[config.mk]
export PLATFORM = sky130hd
export DESIGN_NAME = hotp_round
export DESIGN_NICKNAME = d
export VERILOG_FILES = /design/src/hw/rtl/hotp_pkg.sv /design/src/hw/rtl/hotp_round.sv
export SDC_FILE = /design/constraint.sdc
export NUM_CORES = 2
export LEC_CHECK = 0
export BUFFER_PORTS_ARGS = -buffer_cell sky130_fd_sc_hd__buf_2
export CORE_ASPECT_RATIO = 2
export CORE_MARGIN = 3
export CORE_UTILIZATION = 50
export CTS_BUF_LIST = sky130_fd_sc_hd__clkbuf_4 sky130_fd_sc_hd__clkbuf_8
export DETAILED_ROUTE_END_ITERATION = 6
export GPL_ROUTABILITY_DRIVEN = 0
export GPL_TIMING_DRIVEN = 0
export PLACE_DENSITY = 0.71
export SLEW_MARGIN = 20
export SYNTH_ARGS = -nofsm -noshare
export SYNTH_HDL_FRONTEND = slang
export SYNTH_SLANG_ARGS = --single-unit
[constraint.sdc]
create_clock -name clk_i -period 5.7 [get_ports clk_i]
set_input_delay 1.14 -clock clk_i [delete_from_list [all_inputs] [get_ports clk_i]]
set_output_delay 1.14 -clock clk_i [all_outputs]
set_load 0.005 [all_outputs]
[src/hw/rtl/hotp_pkg.sv]
`timescale 1ns / 1ps
`default_nettype none
package hotp_pkg;

  localparam int unsigned WordW = 32;

  // Config register indexes.
  localparam logic CfgKeyUpper = 1'b0;
  localparam logic CfgKeyLower = 1'b1;

  typedef enum logic [3:0] {
    StIdle,
    StLoad,
    StRound,
    StAdd,
    StTrunc,
    StMod,
    StOut
  } ctrl_state_e;

  // Which of the four compressions is running.
  typedef enum logic [1:0] {
    PassInKey,
    PassInMsg,
    PassOutKey,
    PassOutMsg
  } pass_e;

  // Round unit control from the sequencer.
  typedef struct packed {
    logic       init;   // load chaining state with the SHA-1 IV (with load: working vars too)
    logic       load;   // load working vars from chaining state
    logic       round;  // run one round
    logic       add;    // fold working vars into chaining state
    logic [6:0] rnd;    // round number 0..79
  } round_ctrl_t;

  localparam logic [159:0] Sha1Iv =
    160'h67452301_EFCDAB89_98BADCFE_10325476_C3D2E1F0;

  function automatic logic [31:0] rol32(input logic [31:0] x, input int unsigned n);
    rol32 = (x << n) | (x >> (32 - n));
  endfunction

  function automatic logic [31:0] round_k(input logic [6:0] r);
    if (r < 7'd20)      round_k = 32'h5A827999;
    else if (r < 7'd40) round_k = 32'h6ED9EBA1;
    else if (r < 7'd60) round_k = 32'h8F1BBCDC;
    else                round_k = 32'hCA62C1D6;
  endfunction

  function automatic logic [31:0] round_f(input logic [6:0] r, input logic [31:0] b,
                                          input logic [31:0] c, input logic [31:0] d);
    if (r < 7'd20)      round_f = (b & c) | (~b & d);
    else if (r < 7'd40) round_f = b ^ c ^ d;
    else if (r < 7'd60) round_f = (b & c) | (b & d) | (c & d);
    else                round_f = b ^ c ^ d;
  endfunction

endpackage
`default_nettype wire

[src/hw/rtl/hotp_round.sv]
`timescale 1ns / 1ps
`default_nettype none
// Shared SHA-1 round unit: 16-word message schedule window and one round per cycle.
module hotp_round (
  input  wire logic                   clk_i,
  input  wire logic                   rst_ni,
  input  wire hotp_pkg::round_ctrl_t  ctrl_i,
  input  wire logic [511:0]           block_i,
  output logic [159:0]                digest_o
);

  logic [159:0] h_q, h_d;
  logic [31:0]  a_q, b_q, c_q, d_q, e_q;
  logic [511:0] w_q;
  logic [31:0]  w_cur, w_new, t_val;

  assign w_cur = w_q[511:480];
  assign w_new = hotp_pkg::rol32(w_q[511-2*32 -: 32] ^ w_q[511-8*32 -: 32] ^
                                 w_q[511-13*32 -: 32] ^ w_q[511 -: 32], 1);
  assign t_val = hotp_pkg::rol32(a_q, 5) + hotp_pkg::round_f(ctrl_i.rnd, b_q, c_q, d_q)
               + e_q + hotp_pkg::round_k(ctrl_i.rnd) + w_cur;

  always_comb begin
    h_d = h_q;
    if (ctrl_i.init) begin
      h_d = hotp_pkg::Sha1Iv;
    end else if (ctrl_i.add) begin
      h_d = {h_q[159:128] + a_q, h_q[127:96] + b_q, h_q[95:64] + c_q,
             h_q[63:32] + d_q, h_q[31:0] + e_q};
    end
  end

  always_ff @(posedge clk_i or negedge rst_ni) begin
    if (!rst_ni) begin
      h_q <= '0;
    end else begin
      h_q <= h_d;
    end
  end

  // init with load starts a fresh hash: working vars take the IV directly.
  always_ff @(posedge clk_i) begin
    if (ctrl_i.load) begin
      {a_q, b_q, c_q, d_q, e_q} <= ctrl_i.init ? hotp_pkg::Sha1Iv : h_q;
      w_q <= block_i;
    end else if (ctrl_i.round) begin
      e_q <= d_q;
      d_q <= c_q;
      c_q <= hotp_pkg::rol32(b_q, 30);
      b_q <= a_q;
      a_q <= t_val;
      w_q <= {w_q[479:0], w_new};
    end
  end

  assign digest_o = h_q;

endmodule
`default_nettype wire

Word level (Yosys, flattened, before mapping):

Cells that the tools add are included.

* $add $sub $neg: 9
* reductions and logical operators: 2
* magnitude comparators: 3
* bitwise logic cells: 16
* multiplexer cells: 21

Operators by type and width (count)
* $mux 512: 2
* $mux 160: 3
* $mux 32: 15
* $add 32x32->32: 9
* $xor 32x32->32: 5
* $and 32x32->32: 4
* $or 32x32->32: 3
* $not 32->32: 1
* $or 32x1->32: 1
* $or 32x30->32: 1
* $or 32x5->32: 1
* $mux 31: 1
* $lt 7x6->1 const B: 2
* $lt 7x5->1 const B: 1
* $reduce_bool 2->1: 2

* input bits: 525
* logic and storage cells: 58
* output and inout port bits: 160
* bits in registers: 832

Longest topological paths before layout:

* depth after elaboration: 12
* gate-level depth with buffers: 23
* depth with buffers taken out: 22

Least setup slack after synthesis:

Ideal clock, no wire load.

* path kind: input to register
* from: in ctrl_i[9] (netlist name)
* to: reg a_q[0], enable pin
* arrival: 10021 ps
* path buffers: 3
* required time: 4935 ps
* setup time: 765 ps
* stages: 4
* slack: -5085 ps
* cells stage by stage: clkbuf_1 clkbuf_1 clkbuf_1 or2_2

* cells in the longest elaborated chain, start to end: 1

Ends and longest elaborated chain
* start, declared: RTL line hotp_round.sv:7 `input wire hotp_pkg::round_ctrl_t ctrl_i,`
* $reduce_bool 2->1 (no source line)
* end signal, assigned: RTL line hotp_round.sv:44 `{a_q, b_q, c_q, d_q, e_q} <= ctrl_i.init ? hotp_pkg::Sha1Iv : h_q;`
* end signal, assigned: RTL line hotp_round.sv:51 `a_q <= t_val;`
* end, declared: RTL line hotp_round.sv:13 `logic [31:0] a_q, b_q, c_q, d_q, e_q;`

Every way passes these cells.
A chain may end at the register's enable or synchronous reset.

Worst setup path after layout:

* from: in ctrl_i[2] (netlist name)
* to: reg a_q[30], data pin

* cells in the longest elaborated chain, start to end: 10
* elaborated cells between the ends (all ways): 15
* those cells by class: 4 x add/sub; 3 x order compare; 8 x mux

Ends and longest elaborated chain
* $lt 7x6->1: RTL line hotp_pkg.sv:48, hotp_pkg.sv:56
* $mux 32: RTL line hotp_pkg.sv:56 `else if (r < 7'd60) round_f = (b & c) | (b & d) | (c & d);`
* $mux 32: RTL line hotp_pkg.sv:55 `else if (r < 7'd40) round_f = b ^ c ^ d;`
* $mux 32: RTL line hotp_pkg.sv:54 `if (r < 7'd20) round_f = (b & c) | (~b & d);`
* $add 32x32->32: RTL line hotp_round.sv:20 `assign t_val = hotp_pkg::rol32(a_q, 5) + hotp_pkg::round_f(ctrl_i.rnd, b_q, c_q, d_q)`
* $add 32x32->32: RTL line hotp_round.sv:21 `+ e_q + hotp_pkg::round_k(ctrl_i.rnd) + w_cur;`
* $add 32x32->32 * (2 in series): RTL line hotp_round.sv:21
* $mux 32 *: RTL line hotp_round.sv:46 `end else if (ctrl_i.round) begin`
* $mux 32 *: RTL line hotp_round.sv:43 `if (ctrl_i.load) begin`

Every way passes the cells marked *; elsewhere a longest branch is shown, timed or not. The select of a mux whose other input is x is not followed.

==> results.toml <==
[critical_path]
critPathMostFrequentCell = "sky130_fd_sc_hd__fa_1"
timing.critical_path.to = "a_q[30]"
timing.critical_path.from_type = "input port"
worstPathRequired_ns = 6.29
flop2flop_setup_slack_ns = -0.01
worstSetupPathType = "input port to flop"
cp_max_fo = 6
library_cell_contributing_the_largest_single_delay_on_the_critical_path = "sky130_fd_sc_hd__fa_1"
start_of_the_worst_register_to_register_path = "c_q[2]"
startpoint = "ctrl_i[2]"
rr_worst_depth = 17
worst-endpoint-arrival_ns = 6.30
cp_cell_sequence = "buf_6 -> a41oi_4 -> nand2_4 -> inv_4 -> nor2_4 -> buf_8 -> buf_4 -> a221o_2 -> fa_1 -> fa_1 -> ha_4 -> o21ai_1 -> nor2_2 -> o31a_1 -> a2111o_1 -> a311oi_4 -> a211oi_4 -> o41a_1 -> a311oi_2 -> xor2_1 -> a21oi_1"
critical_path.reg2reg.endpoint = "a_q[30]"
critPathMaxStageDelay_ns = 0.57
setup.worst_path.end_class = "flop"

[yosys]
synth_cell_type_count = 80
synth-edff-count = 672
syn-cell-area_sq_um = 47700
post_synthesis_net_count = 4701
yosys_warnings = 0
synth_seq_cells = 832
synth-async-reset-ratio = 0.192
post_synth.cell_area_avg_sq_um = 12.4
netlist_instances = 3858
seq_area_frac_synth = 0.507
synth_flop_cell = "sky130_fd_sc_hd__edfxtp_1"

[clock_tree]
cts.reportedPaths.clkPinSlew_ns = 0.07
cts_root_buffer = "sky130_fd_sc_hd__clkbuf_8"
cts_bufs_inserted = 119
h-tree-depth = 3
clock_insertion_delay_worst_skew_ns = 0.89
cts_buffer_depth = 3
cts.sink_count = 832
tritoncts_clock_tree = "built"

[hold_path]
hold_path.class = "input port to asynchronous set/reset pin"

[route]
post-route-drc-count = 0
wirelength_microns = 202000
drc_marker_count_from_the_first_detailed_route_iteration = 3960
drt-pass1-iter-count = 6
post_drt_wl_per_cell_microns = 33.2
overall_via_count_from_detail_route = 38200
drtAntennaViolNets = 0
detailed_route_vias_per_instance = 6.27

[die]
row_count = 159
die_area_sq_um = 99300
i_o_pin_count = 685
initial_core_util = 0.506
floorplan.die.height_microns = 443
die-width_microns = 224
fp.coreArea_sq_um = 94300

[pwr]
power.share.sequential = 0.297
internal_power_w = 0.0180
power_switching_share = 0.434
static-leakage-power_nw = 23.4
net-switching-power_w = 0.0138
ir_drop_mv = 0.676
power.combinational.fraction = 0.540
cellPowerDensity_nw_per_um2 = 564
share_clk_of_total_power = 0.163

[timing]
period_share = 1.00
setup_ws_ns = -0.0137
slew-limit-headroom = 0.119
hold_viol_final = 0
finClkSkew_ns = 0.0342
final_period_minus_worst_setup_slack_ns = 5.71
grt_setup_unrepaired = "true"
report.final.slew_viol_count = 0
timing_worst_slew_pin_value_ns = 1.32
max_freq_ghz = 0.175
setup_violations = 1

[place]
place_ws_ns = -2.02
hpwlAfterDp_microns = 156000
dp.cells = 5764
post_dp_cell_area_sq_um = 53200
placement.io_buffers = 682

[finish]
nets = 5558
core_utilization_of_the_finished_layout = 0.599
nFillCells = 7843
mostFrequentLayoutCell = "sky130_fd_sc_hd__buf_2"
stdcell_area_sq_um = 56500
drive_gt1_frac = 0.321
area_growth_syn_to_layout_pct = 18.4
top_library_cells_by_usage_in_the_layout_fill_and_taps_aside = "sky130_fd_sc_hd__buf_2 (681), sky130_fd_sc_hd__edfxtp_1 (672), sky130_fd_sc_hd__mux2_2 (483)"
finalNonFillerCells = 6084

[global_route]
grt_first_pass_wirelength_microns = 282000
grt_start_max_net_pins = 77
antenna_violations_before_repair = 98
grt_overflow_total = 0
first_global_vias = 38900
global_route_usage_sum = 0.410

[run]
drv.max_cap_violation_count = 0

[run_status]
status = "complete, but fails checks"
violations = "negative setup slack"
==> power by group through the flow <==
stage	logic [W]	registers (W)	clock network, W
global route	0.0185	0.00948	0.00544
floorplan	0.0111	0.00887	0
CTS	0.0162	0.00934	0.00521
global placement	0.0152	0.00950	0
detailed placement	0.0156	0.00947	0
finish	0.0172	0.00944	0.00520
==> flip-flops by register name, indices dropped and copies added (netlist names) <==
name	count
a_q	32
b_q	32
c_q	32
d_q	32
digest_o	160
e_q	32
w_q	512
==> kinds of logic (layout without fill, tap and decap cells) <==
family,count (synthesis),in the layout,synth area share
compound gates,844,844,0.120
flops,832,832,0.507
simple gates,662,662,0.0634
mux,559,559,0.130
buf+inv,394,1343,0.0311
fa+ha+maj,318,318,0.103
xor+xnor,249,249,0.0457
other cells,0,70,0
==> critical path: cells and delay by family <==
family,cells,cell delay [ns]
simple gates,3,0.22
buf+inv,4,0.49
fa+ha+maj,3,1.34
xor+xnor,1,0.22
compound gates,10,2.88
==> worst min path at each step <==
stage	endpoint	slack, ns	startpoint	depth (start not counted)
2_1_floorplan	w_q[333]	0.52	w_q[301]	1
3_3_place_gp	w_q[195]	0.53	w_q[163]	1
3_5_place_dp	w_q[483]	0.53	w_q[451]	1
4_1_cts	digest_o[152]	0.07	rst_ni	1
5_1_grt	digest_o[31]	0.10	rst_ni	1
6_report	digest_o[152]	0.11	rst_ni	1
==> Yosys cell counts (all sizes together), types with 15 or more instances <==
cell	n	area, sq um
or3	22	138
xnor2	182	1590
xor2	67	587
a211o	46	403
nor2	261	980
a21o	63	473
or2	22	138
a31oi	19	119
a21oi	214	1070
o22ai	21	131
nor3	38	190
dfrtp	160	4000
o22a	56	490
edfxtp	672	20200
mux2	484	5450
o211ai	15	113
and3	21	131
inv	232	871
clkbuf	142	533
a211oi	30	235
o21ai	174	871
o21a	27	203
nand2b	27	169
nor2b	35	219
ha	193	2410
buf	19	73.8
a22o	43	377
o31ai	17	128
fa	125	2500
o21bai	22	169
nand2	163	612
nand3	35	175
mux2i	75	751
==> metal layers <==
metal	global-route usage	wire [microns]	vias to the layer above
met5	0.00149	354	-
met4	0.355	23500	60
met3	0.179	23400	1028
met2	0.678	97200	2654
met1	0.382	57600	18400
li1	-	-	16000
==> what timing repair did <==
item                       CTS  global route
resized for setup           45            25
cloned                       0             0
setup buffers               17            19
setup endpoints to repair   20            13
pin swaps                   26            29
hold buffers                 0             0
==> cell type report <==
type / count / area, sq um / share of cell area
clock buffer: 162 / 2040 / 0.0361
tap: 1207 / 1510 / 0.0268
multi-input combinational: 2632 / 22300 / 0.395
inverter: 233 / 883 / 0.0156
timing repair buffer: 737 / 4160 / 0.0736
sequential: 832 / 24200 / 0.428
buffer: 160 / 778 / 0.0138
antenna: 70 / 175 / 0.00310
clock inverter: 51 / 458 / 0.00811
==> per-stage QoR <==
step / hold slack (ns) / TNS (ns) / total power [W]
2_1_floorplan: 0.525 / -795.37 / 0.0200
3_3_place_gp: 0.526 / -2694.47 / 0.0247
3_5_place_dp: 0.532 / -34.58 / 0.0251
4_1_cts: 0.0744 / -0.136 / 0.0308
5_1_grt: 0.101 / -0.147 / 0.0335
6_report: 0.107 / -0.0137 / 0.0318
Power figures use the tool's default switching activity.
